$ cat config.mk
export PLATFORM = sky130hd
export DESIGN_NAME = ts_pat_section_parser
export DESIGN_NICKNAME = d
export VERILOG_FILES = /design/src/design/tspat_pkg.sv /design/src/design/ts_pat_section_parser.sv /design/src/design/tspat_in_stage.sv /design/src/design/tspat_parser.sv /design/src/design/tspat_out_stage.sv
export SDC_FILE = /design/constraint.sdc
export NUM_CORES = 1
export LEC_CHECK = 0
export BUFFER_PORTS_ARGS = -buffer_cell sky130_fd_sc_hd__buf_2
export CORE_ASPECT_RATIO = 0.8
export CORE_MARGIN = 4
export CORE_UTILIZATION = 45
export CTS_BUF_LIST = sky130_fd_sc_hd__clkbuf_16
export DETAILED_ROUTE_END_ITERATION = 12
export PLACE_DENSITY_LB_ADDON = 0.1
export SLEW_MARGIN = 20
export SYNTH_ARGS = -nofsm -noshare
export SYNTH_HDL_FRONTEND = slang
export SYNTH_HIERARCHICAL = 1
export SYNTH_SLANG_ARGS = --single-unit
$ cat constraint.sdc
create_clock -name clk -period 29.4 [get_ports clk]
set_input_delay 1.47 -clock clk [delete_from_list [all_inputs] [get_ports clk]]
set_output_delay 1.47 -clock clk [all_outputs]
set_load 0.02 [all_outputs]
$ cat src/design/tspat_pkg.sv
// Package for the transport stream PAT section parser.
// Holds the byte and record transaction types, record kinds, reject causes and constants.
// No dependencies.
package tspat_pkg;

  localparam int DEFAULT_PACKET_BYTES = 188;

  localparam logic [7:0] TS_SYNC = 8'h47;
  localparam logic [11:0] MIN_SECTION_LEN = 12'd9;

  localparam logic [1:0] KIND_ENTRY = 2'd0;
  localparam logic [1:0] KIND_TRAILER = 2'd1;
  localparam logic [1:0] KIND_REJECT = 2'd2;

  localparam logic [2:0] CAUSE_NONE = 3'd0;
  localparam logic [2:0] CAUSE_SYNC = 3'd1;
  localparam logic [2:0] CAUSE_NOT_PAT = 3'd2;
  localparam logic [2:0] CAUSE_ADAPT = 3'd3;
  localparam logic [2:0] CAUSE_OVERRUN = 3'd4;

  typedef struct packed {
    logic [7:0] data_byte;
    logic       packet_start;
  } tspat_byte_t;

  typedef struct packed {
    logic [1:0]  record_kind;
    logic [15:0] prog_num;
    logic [12:0] map_pid;
    logic [7:0]  tbl_id;
    logic [15:0] stream_id;
    logic [4:0]  version;
    logic        current_next;
    logic [7:0]  section_index;
    logic [7:0]  last_section_index;
    logic [31:0] crc_value;
    logic [2:0]  reject_cause;
  } tspat_rec_t;

endpackage

$ cat src/design/ts_pat_section_parser.sv
// Top level of the transport stream PAT section parser.
// Instantiates tspat_in_stage, tspat_parser and tspat_out_stage; depends on tspat_pkg.
//
// The parser takes one transport stream byte per clock and sustains that rate
// indefinitely while the record consumer keeps up. Each accepted byte transaction
// passes through the input register, is parsed by combinational logic against the
// packet state, and its record, if any, is loaded into the result register when
// the held byte advances. A stall on the record side holds the whole two-stage
// pipeline, so byte_stall rises only while a record is waiting.
// Program entry records come out on the last byte of each entry, the trailer on
// the last CRC byte (the CRC is reported, not checked), and reject records on the
// byte that decides the rejection; after a reject or trailer, bytes are ignored
// until the next packet_start.
module ts_pat_section_parser #(
  parameter int PACKET_BYTES = tspat_pkg::DEFAULT_PACKET_BYTES
) (
  input  logic                   clk,
  input  logic                   rst,
  input  logic                   byte_valid,
  output logic                   byte_stall,
  input  tspat_pkg::tspat_byte_t byte_item,
  output logic                   rec_valid,
  input  logic                   rec_stall,
  output tspat_pkg::tspat_rec_t  rec_item
);
  import tspat_pkg::*;

  logic        advance;
  logic        held_valid;
  tspat_byte_t held_item;
  logic        fire;
  logic        emit;
  tspat_rec_t  rec;

  assign fire = held_valid && advance;

  tspat_in_stage u_in (
    .clk        (clk),
    .rst        (rst),
    .byte_valid (byte_valid),
    .byte_stall (byte_stall),
    .byte_item  (byte_item),
    .advance    (advance),
    .held_valid (held_valid),
    .held_item  (held_item)
  );

  tspat_parser #(
    .PACKET_BYTES (PACKET_BYTES)
  ) u_parser (
    .clk  (clk),
    .rst  (rst),
    .fire (fire),
    .item (held_item),
    .emit (emit),
    .rec  (rec)
  );

  tspat_out_stage u_out (
    .clk       (clk),
    .rst       (rst),
    .fire      (fire),
    .emit      (emit),
    .rec       (rec),
    .advance   (advance),
    .rec_valid (rec_valid),
    .rec_stall (rec_stall),
    .rec_item  (rec_item)
  );

  a_stall_only_when_backed_up: assert property (@(posedge clk) disable iff (rst)
    byte_stall |-> (rec_valid && rec_stall))
    else $error("byte side stalled while the result register can drain");

  a_reject_has_cause: assert property (@(posedge clk) disable iff (rst)
    (rec_valid && rec_item.record_kind == KIND_REJECT) |-> (rec_item.reject_cause != CAUSE_NONE))
    else $error("reject record without a cause");

  a_no_cause_otherwise: assert property (@(posedge clk) disable iff (rst)
    (rec_valid && rec_item.record_kind != KIND_REJECT) |-> (rec_item.reject_cause == CAUSE_NONE))
    else $error("entry or trailer record carries a reject cause");

  a_entry_no_trailer_fields: assert property (@(posedge clk) disable iff (rst)
    (rec_valid && rec_item.record_kind == KIND_ENTRY) |->
      (rec_item.tbl_id == 8'd0 && rec_item.crc_value == 32'd0))
    else $error("entry record carries trailer fields");

endmodule

$ cat src/design/tspat_in_stage.sv
// Input register of the PAT parser: captures one byte transaction per cycle while byte_stall is low.
// Depends on tspat_pkg for the byte transaction type.
module tspat_in_stage (
  input  logic                 clk,
  input  logic                 rst,
  input  logic                 byte_valid,
  output logic                 byte_stall,
  input  tspat_pkg::tspat_byte_t byte_item,
  input  logic                 advance,
  output logic                 held_valid,
  output tspat_pkg::tspat_byte_t held_item
);
  import tspat_pkg::*;

  logic take;

  assign byte_stall = held_valid && !advance;
  assign take = byte_valid && !byte_stall;

  always_ff @(posedge clk) begin
    if (rst) begin
      held_valid <= 1'b0;
    end else if (take) begin
      held_valid <= 1'b1;
    end else if (advance) begin
      held_valid <= 1'b0;
    end
  end

  always_ff @(posedge clk) begin
    if (take) begin
      held_item <= byte_item;
    end
  end

endmodule

$ cat src/design/tspat_parser.sv
// Parse state of the PAT parser: packet header, adaptation and pointer skips, section fields.
// Produces at most one record per byte. Depends on tspat_pkg.
module tspat_parser #(
  parameter int PACKET_BYTES = tspat_pkg::DEFAULT_PACKET_BYTES
) (
  input  logic                   clk,
  input  logic                   rst,
  input  logic                   fire,
  input  tspat_pkg::tspat_byte_t item,
  output logic                   emit,
  output tspat_pkg::tspat_rec_t  rec
);
  import tspat_pkg::*;

  localparam logic [2:0] PH_IDLE = 3'd0;
  localparam logic [2:0] PH_HEADER = 3'd1;
  localparam logic [2:0] PH_ADAPT_LEN = 3'd2;
  localparam logic [2:0] PH_ADAPT_SKIP = 3'd3;
  localparam logic [2:0] PH_POINTER = 3'd4;
  localparam logic [2:0] PH_PTR_SKIP = 3'd5;
  localparam logic [2:0] PH_SECTION = 3'd6;

  localparam logic [12:0] PKT = 13'(PACKET_BYTES);

  logic [2:0]  phase, phase_next;
  logic [7:0]  byte_position, byte_position_next;
  logic [7:0]  skip_count, skip_count_next;
  logic [11:0] section_size, section_size_next;
  logic [11:0] section_offset, section_offset_next;
  logic [47:0] header_fields, header_fields_next;
  logic [23:0] entry_bytes, entry_bytes_next;
  logic [31:0] crc_shift, crc_shift_next;

  logic [7:0]  b;
  logic [7:0]  pos_inc;
  logic [11:0] sl;
  logic [11:0] entry_off;
  logic [11:0] avail;
  logic [1:0]  mode;
  logic        rej;
  logic [2:0]  cause;

  assign b = item.data_byte;

  always_comb begin
    phase_next = phase;
    byte_position_next = byte_position;
    skip_count_next = skip_count;
    section_size_next = section_size;
    section_offset_next = section_offset;
    header_fields_next = header_fields;
    entry_bytes_next = entry_bytes;
    crc_shift_next = crc_shift;
    emit = 1'b0;
    rec = '0;
    rej = 1'b0;
    cause = CAUSE_NONE;
    pos_inc = (byte_position != 8'hFF) ? byte_position + 8'd1 : byte_position;
    sl = section_size | {4'h0, b};
    if (sl < MIN_SECTION_LEN) begin
      sl = MIN_SECTION_LEN;
    end
    entry_off = section_offset - 12'd8;
    avail = section_size - MIN_SECTION_LEN;
    mode = b[5:4];

    if (item.packet_start) begin
      byte_position_next = '0;
      skip_count_next = '0;
      section_size_next = '0;
      section_offset_next = '0;
      header_fields_next = '0;
      entry_bytes_next = '0;
      crc_shift_next = '0;
      if (b != TS_SYNC) begin
        rej = 1'b1;
        cause = CAUSE_SYNC;
      end else begin
        phase_next = PH_HEADER;
      end
    end else begin
      byte_position_next = pos_inc;
      case (phase)
        PH_IDLE: begin
        end
        PH_HEADER: begin
          if (pos_inc < 8'd3) begin
            entry_bytes_next = {8'h00, entry_bytes[7:0], b};
          end else begin
            entry_bytes_next = '0;
            if (!entry_bytes[14] || entry_bytes[12:0] != 13'd0) begin
              rej = 1'b1;
              cause = CAUSE_NOT_PAT;
            end else if (mode == 2'd1) begin
              phase_next = PH_POINTER;
            end else if (mode == 2'd3) begin
              phase_next = PH_ADAPT_LEN;
            end else begin
              rej = 1'b1;
              cause = CAUSE_ADAPT;
            end
          end
        end
        PH_ADAPT_LEN: begin
          if ({5'd0, pos_inc} + {5'd0, b} + 13'd14 > PKT) begin
            rej = 1'b1;
            cause = CAUSE_OVERRUN;
          end else if (b == 8'd0) begin
            phase_next = PH_POINTER;
          end else begin
            skip_count_next = b;
            phase_next = PH_ADAPT_SKIP;
          end
        end
        PH_ADAPT_SKIP: begin
          skip_count_next = skip_count - 8'd1;
          if (skip_count == 8'd1) begin
            phase_next = PH_POINTER;
          end
        end
        PH_POINTER: begin
          if ({5'd0, pos_inc} + {5'd0, b} + 13'd13 > PKT) begin
            rej = 1'b1;
            cause = CAUSE_OVERRUN;
          end else begin
            section_offset_next = '0;
            if (b == 8'd0) begin
              phase_next = PH_SECTION;
            end else begin
              skip_count_next = b;
              phase_next = PH_PTR_SKIP;
            end
          end
        end
        PH_PTR_SKIP: begin
          skip_count_next = skip_count - 8'd1;
          if (skip_count == 8'd1) begin
            phase_next = PH_SECTION;
          end
        end
        PH_SECTION: begin
          section_offset_next = section_offset + 12'd1;
          if (section_offset < 12'd8) begin
            case (section_offset[2:0])
              3'd0: header_fields_next[47:40] = b;
              3'd1: section_size_next = {b[3:0], 8'h00};
              3'd2: begin
                section_size_next = sl;
                if ({5'd0, pos_inc} + {1'b0, sl} > PKT - 13'd1) begin
                  rej = 1'b1;
                  cause = CAUSE_OVERRUN;
                end
              end
              3'd3: header_fields_next[39:32] = b;
              3'd4: header_fields_next[31:24] = b;
              3'd5: header_fields_next[23:16] = b;
              3'd6: header_fields_next[15:8] = b;
              default: header_fields_next[7:0] = b;
            endcase
          end else if ({1'b0, section_offset} + 13'd1 >= {1'b0, section_size}) begin
            crc_shift_next = {crc_shift[23:0], b};
            if ({1'b0, section_offset} == {1'b0, section_size} + 13'd2) begin
              emit = 1'b1;
              rec.record_kind = KIND_TRAILER;
              rec.tbl_id = header_fields[47:40];
              rec.stream_id = header_fields[39:24];
              rec.version = header_fields[21:17];
              rec.current_next = header_fields[16];
              rec.section_index = header_fields[15:8];
              rec.last_section_index = header_fields[7:0];
              rec.crc_value = {crc_shift[23:0], b};
              phase_next = PH_IDLE;
            end
          end else if (entry_off[1:0] == 2'b11 &&
                       {1'b0, entry_off} + 13'd1 <= {1'b0, avail}) begin
            emit = 1'b1;
            rec.record_kind = KIND_ENTRY;
            rec.prog_num = entry_bytes[23:8];
            rec.map_pid = {entry_bytes[4:0], b};
            entry_bytes_next = '0;
          end else begin
            entry_bytes_next = {entry_bytes[15:0], b};
          end
        end
        default: begin
          phase_next = PH_IDLE;
        end
      endcase
    end

    if (rej) begin
      emit = 1'b1;
      rec = '0;
      rec.record_kind = KIND_REJECT;
      rec.reject_cause = cause;
      phase_next = PH_IDLE;
    end
  end

  always_ff @(posedge clk) begin
    if (rst) begin
      phase <= PH_IDLE;
      byte_position <= '0;
      skip_count <= '0;
      section_size <= '0;
      section_offset <= '0;
      header_fields <= '0;
      entry_bytes <= '0;
      crc_shift <= '0;
    end else if (fire) begin
      phase <= phase_next;
      byte_position <= byte_position_next;
      skip_count <= skip_count_next;
      section_size <= section_size_next;
      section_offset <= section_offset_next;
      header_fields <= header_fields_next;
      entry_bytes <= entry_bytes_next;
      crc_shift <= crc_shift_next;
    end
  end

endmodule

$ cat src/design/tspat_out_stage.sv
// Result register of the PAT parser: holds one record until the consumer takes it.
// Depends on tspat_pkg for the record transaction type.
module tspat_out_stage (
  input  logic                  clk,
  input  logic                  rst,
  input  logic                  fire,
  input  logic                  emit,
  input  tspat_pkg::tspat_rec_t rec,
  output logic                  advance,
  output logic                  rec_valid,
  input  logic                  rec_stall,
  output tspat_pkg::tspat_rec_t rec_item
);
  import tspat_pkg::*;

  assign advance = !rec_valid || !rec_stall;

  always_ff @(posedge clk) begin
    if (rst) begin
      rec_valid <= 1'b0;
    end else if (advance) begin
      rec_valid <= fire && emit;
    end
  end

  always_ff @(posedge clk) begin
    if (advance && fire && emit) begin
      rec_item <= rec;
    end
  end

endmodule
==> reports/qor.csv, run 1 <==
metric,value,unit
path_clk_slew,60,ps
start_kind,register,
required,29560,ps
worstReg2RegStart,u_parser/section_offset[2],
io_buffers,126,
netlist_top_cells_count,"nor2_1 (154), dfxtp_1 (139), edfxtp_1 (121), and2_1 (115), nand2_1 (62)",
yosys_warnings,6,
grt_start_max_net_pins,79,
grt_pass1_vias,9851,
critPathKind,register to register,
grt.total_usage,21.6,%
gp_congestion,0.860,
path_max_fanout,78,
drv_slew,0,
clk_latency,550,ps
max_freq,143,MHz
syn_area_per_cell,9.94,um2
cts.sink_count,260,
startpoint,u_parser/section_offset[2],
synth_area,13300,um2
hp-class,register to register,
endpoint,u_out/rec_item[24],
cts.repair.resized,0,
vias_per_cell,5.75,
ant_nets,0,
htreeDepth,1,
r2r_end,u_out/rec_item[24],
critPathArrivalTime,7170,ps
rsz0062_at_grt,no,
totalWireLength,35900,um
fillCellCount,2606,
ys.flop_type,dfxtp_1,
ys_seq_area_share,48.3,%
drive_gt1_share,14.5,%
clockRootBuffer,clkbuf_16,
worst_pin_slew,1100,ps
use_met2,31.8,%
fin_nets,1494,
rr_worst_depth,21,
holdWs,476,ps
drtPass1Iterations,5,
dp_slack,22430,ps
die_y,162,um
grtUsageMet1,33.5,%
hold_viol,0,
die_w,200,um
slew_headroom,26.8,%
start_util,46.2,%
fin_crit,7010,ps
cts_buffers,27,
gr-total-overflow,0,
synth.distinct_cells,81,
post-dp-hpwl,24700,um
hold_buffers,0,
wire_per_inst,19.8,um
end_kind,register,
ios,127,
synth_edf_count,121,
cts_tree,yes,
drt_iter0_markers,772,
vdd.ir_drop.worst,0.0353,mV
synth-seq-cells,260,
dieArea,32300,um2
layout_setup_ws,22390,ps
rows,55,
grt_use_met3,3.09,%
setup_viol,0,
synth.most_common_cell,nor2_1,
synth_area_leaders,"edfxtp_1 (27%), dfxtp_1 (21%), and2_1 (5.4%), ha_1 (5.3%), nor2_1 (4.4%)",
clock_path_buffers,3,
maxCapViolCount,0,
leakage,5.44,nW
grt_pass1_wl,56000,um
skew,12.5,ps
syn_to_final_growth,13.0,%
syn_nets,1406,
finalCritPeriodShare,23.8,%
busiest_layer,met1,
synth_top_area_cell,edfxtp_1,
netlist.area_leader.share,27.4,%
core-area,28700,um2
num_vias,10400,
async_reset_ff_share,0,%
setup-tns-final,0,ps
antenna_found_initial,1,
synthCells,1335,
status,"finished, final reports clean",
drc_errors,0,
power_density,51.7,nW/um2
r2r_slack,22390,ps
postCtsSetupRepairBufs,0,
-- sequential cells by signal, summed over array words and instances (netlist names) --
name,count
u_in/held_item,9
u_in/held_valid,1
u_out/rec_item,112
u_out/rec_valid,1
u_parser/byte_position,8
u_parser/crc_shift,24
u_parser/entry_bytes,24
u_parser/header_fields,46
u_parser/phase,3
u_parser/section_offset,12
u_parser/section_size,12
u_parser/skip_count,8
-- where the power goes --
group	internal (mW)	switching, mW	total (mW)
clock	0.176	0.142	0.319
sequential	0.386	0.00555	0.391
combinational	0.0208	0.0441	0.0649
-- how the worst min path moves through the flow --
stage	start	end	slack, ps	depth (start not counted)
after global routing	u_parser/entry_bytes[23]	u_parser/entry_bytes[23]	490	1
final	u_parser/entry_bytes[22]	u_parser/entry_bytes[22]	480	1
after CTS	u_parser/entry_bytes[22]	u_parser/entry_bytes[22]	480	1
after detailed placement	u_parser/entry_bytes[22]	u_parser/entry_bytes[22]	470	1
after floorplan	u_parser/entry_bytes[23]	u_parser/entry_bytes[23]	440	1
after global placement	u_parser/entry_bytes[23]	u_parser/entry_bytes[23]	460	1
-- area by class of cell --
class	instances	area (um2)	share of cell area (%)
timing repair buffer	140	738	4.92
inverter	39	146	0.977
antenna	1	2.50	0.0167
tap	370	463	3.09
clock buffer	27	676	4.51
sequential	260	6420	42.8
clock inverter	23	144	0.960
multi-input combinational	955	6400	42.7
-- layer usage --
metal  up-vias  part of all wire [%]  wire [um]
met1      5091                    49      17700
met2       306                    43      15300
met3        51                   5.8       2100
li1       4994                     -          -
met4         0                   2.1        766
met5         -                     0          0
-- per-stage QoR --
step                util (%)  cell area [um2]  cells  power [mW]
floorplan                  -            13300   1335       0.442
global placement        49.3            14200   1764       0.463
detailed placement      49.3            14200   1764       0.463
CTS                     52.2            15000   1814       0.783
global route            52.2            15000   1814       0.806
finish                  52.2            15000   1815       0.775
-- cell families (layout without fill, tap and decap cells) --
logic type / Yosys count / after routing / synth area share [%]
buffers and inverters: 120 / 229 / 3.72
flip-flops: 260 / 260 / 48.3
AO/OA/AOI/OAI: 273 / 273 / 14.3
multiplexers: 52 / 52 / 3.92
adder cells (fa/ha/maj): 58 / 58 / 5.58
AND/OR/NAND/NOR: 516 / 516 / 20.5
XOR/XNOR: 56 / 56 / 3.70
other: 0 / 1 / 0
-- layout by cell type (no fill, tap or decap), drive strengths merged, types with 4 or more instances in the layout --
cell and n:
nand4 14, nor2b 18, o211ai 5, and4 6
inv 50, dfxtp 139, nor4 14, a211oi 14
o31ai 8, clkinv 10, nand2 63, or3 17
o2111ai 4, o21a 14, and2 115, edfxtp 121
ha 56, o21ai 41, buf 140, a2111oi 5
nand2b 9, a211o 4, xor2 16, mux2i 52
clkbuf 27, a22o 25, a21o 8, a31oi 24
and3 13, nor3 30, a22oi 36, o21bai 4
or2 8, nor2 161, a21oi 57, nand3 31
xnor2 40, or4 5
-- critical path: stages, from the launching register on --
cell and delay (ps):
dfxtp_1 490, inv_1 180, nor3_1 690, nand2_1 290
nor2_1 270, nand3_1 170, inv_1 130, nand3_1 160
xnor2_1 190, ha_1 310, nand4_1 90, a21oi_1 170
nand2_1 70, o211ai_1 540, nand3b_1 280, nor2_4 130
buf_4 540, or3_1 200, nand2_1 110, a21oi_4 200
buf_4 490, buf_4 780
(Power assumes the default switching activity.)
==> run 2: changes to the inputs <==
==> constraint.sdc (replaced) <==
create_clock -name clk -period 5.8 [get_ports clk]
set_input_delay 0.29 -clock clk [delete_from_list [all_inputs] [get_ports clk]]
set_output_delay 0.29 -clock clk [all_outputs]
set_load 0.02 [all_outputs]
==> reports/qor.csv, run 2 (synthesis results as in run 1) <==
metric,value,unit,change
status,"finished, final reports clean",,unchanged
drv_slew,0,,unchanged
antenna_cells,0,,was 1
maxCapViolCount,0,,unchanged
leakage,5.63,nW,was 5.44 nW
grt.total_usage,22.1,%,was 21.6%
max_freq,188,MHz,was 143 MHz
endpoint,u_out/rec_item[14],,was u_out/rec_item[24]
grt_start_max_net_pins,78,,was 79
path_clk_slew,60,ps,about the same
path_max_fanout,40,,was 78
cts_tree,yes,,unchanged
final_common_cell,nor2_1,,unchanged
core-area,28700,um2,unchanged
clk_latency,560,ps,was 550 ps
clock_path_buffers,3,,unchanged
post-dp-hpwl,25600,um,was 24700 um
hold_viol,0,,unchanged
drt_iter0_markers,881,,was 772
die_y,162,um,unchanged
num_vias,10400,,about the same
largest_register,u_out/rec_item,,unchanged
gp_congestion,0.908,,was 0.860
critPathKind,register to register,,unchanged
htreeDepth,1,,unchanged
start_kind,register,,unchanged
skew,20.9,ps,was 12.5 ps
required,6030,ps,was 29560 ps
final_area,15400,um2,was 15000 um2
clockRootBuffer,clkbuf_16,,unchanged
drive_gt1_share,16.9,%,was 14.5%
ios,127,,unchanged
reg_top3,"u_out/rec_item x112, u_parser/header_fields x46",,unchanged
rsz0062_at_grt,no,,unchanged
fin_crit,5310,ps,was 7010 ps
start_util,46.2,%,unchanged
grt_pass1_vias,9800,,was 9851
fin_nets,1527,,was 1494
finalCritPeriodShare,91.6,%,was 23.8%
io_buffers,126,,unchanged
syn_to_final_growth,15.9,%,was 13.0%
ant_nets,0,,unchanged
holdWs,81.0,ps,was 476 ps
r2r_end,u_out/rec_item[14],,was u_out/rec_item[24]
worstReg2RegStart,u_parser/byte_position[0],,was u_parser/section_offset[2]
drtPass1Iterations,5,,unchanged
end_kind,register,,unchanged
rr_worst_depth,18,,was 21
whs_path_depth,3,,was 1
antenna_found_initial,0,,was 1
power_density,258,nW/um2,was 51.7 nW/um2
dieArea,32300,um2,unchanged
drc_errors,0,,unchanged
slew_headroom,25.0,%,was 26.8%
worst_pin_slew,1110,ps,was 1100 ps
layout_setup_ws,489,ps,was 22390 ps
hp-class,input pin to register,,was register to register
startpoint,u_parser/byte_position[0],,was u_parser/section_offset[2]
vias_per_cell,5.62,,was 5.75
rows,55,,unchanged
cts.sink_count,260,,unchanged
die_w,200,um,unchanged
setup_viol,0,,unchanged
dpl_cell_area,14400,um2,was 14200 um2
cts_buffers,27,,unchanged
r2r_slack,490,ps,was 22390 ps
gr-total-overflow,0,,unchanged
largest_reg_flops,112,,unchanged
wire_per_inst,19.9,um,was 19.8 um
critPathArrivalTime,5540,ps,was 7170 ps
layout_common_cells,"nor2_1 (151), dfxtp_1 (137), buf_2 (125)",,"was nor2_1 (152), dfxtp_1 (139), buf_2 (125)"
totalWireLength,36800,um,was 35900 um
vdd.ir_drop.worst,0.240,mV,was 0.0353 mV
dp_slack,477,ps,was 22430 ps
grt_pass1_wl,56500,um,was 56000 um
[run 2: report_power, final]
| part | leakage, nW | internal (mW) | switching (mW) |
|---|---|---|---|
| registers | 2.14 | 1.95 | 0.0217 |
| logic | 3.04 | 0.119 | 0.239 |
| clock network | 0.441 | 0.900 | 0.732 |
| total | 5.63 | 2.97 | 0.993 |
[run 2: final cells by class]
type,instances,area [um2]
clock inverters,23,159
flip-flops and latches,260,6420
repair buffers,173,1050
well taps,370,463
multi-input cells,955,6460
inverters,39,146
clock buffers,27,676
fillers,2574,13300
[run 2: metrics by stage]
step                util, %  cells  power (mW)  setup TNS [ps]
detailed placement     50.3   1787        2.36               0
floorplan                 -   1335        2.24          -13430
global placement       50.3   1787        2.36               0
global route           53.6   1847        4.11               0
finish                 53.6   1847        3.96               0
CTS                    53.5   1847        4.00               0
[run 2: routing by layer]
metal,vias to the layer above,global-route usage (%),share of wire [%]
li1,5060,-,-
met1,4951,33.7,49
met2,336,32.7,42
met3,39,4.71,7.5
met4,0,4.04,1.7
met5,-,0,0
[run 2: repair_timing]
item	CTS	global route
hold endpoints to repair	10	0
resized for setup	0	2
endpoints found under the setup margin	0	89
setup buffers	0	0
hold buffers	10	0
[run 2: worst max-delay path, stage by stage (launching register included)]
cell and delay (ps):
dfxtp_4 370, ha_4 180, and3_1 210, and3_1 180, nor2_1 250, ha_1 350, and2_1 210, a221oi_2 340
a2111oi_0 210, a311oi_2 580, a211o_1 180, o311ai_0 240, a2111oi_2 530, o21a_1 240, or3_1 180, nand2_2 90
a21oi_4 150, buf_12 210, buf_12 250
[run 2: how the worst min path moves through the flow]
stage,endpoint,slack [ps],start
2_1_floorplan,u_out/rec_valid,350,rst
3_3_place_gp,u_parser/entry_bytes[21],450,u_parser/entry_bytes[21]
3_5_place_dp,u_parser/entry_bytes[17],460,u_parser/entry_bytes[17]
4_1_cts,u_out/rec_valid,60,rec_stall
5_1_grt,u_out/rec_valid,70,rec_stall
6_report,u_out/rec_valid,80,rec_stall
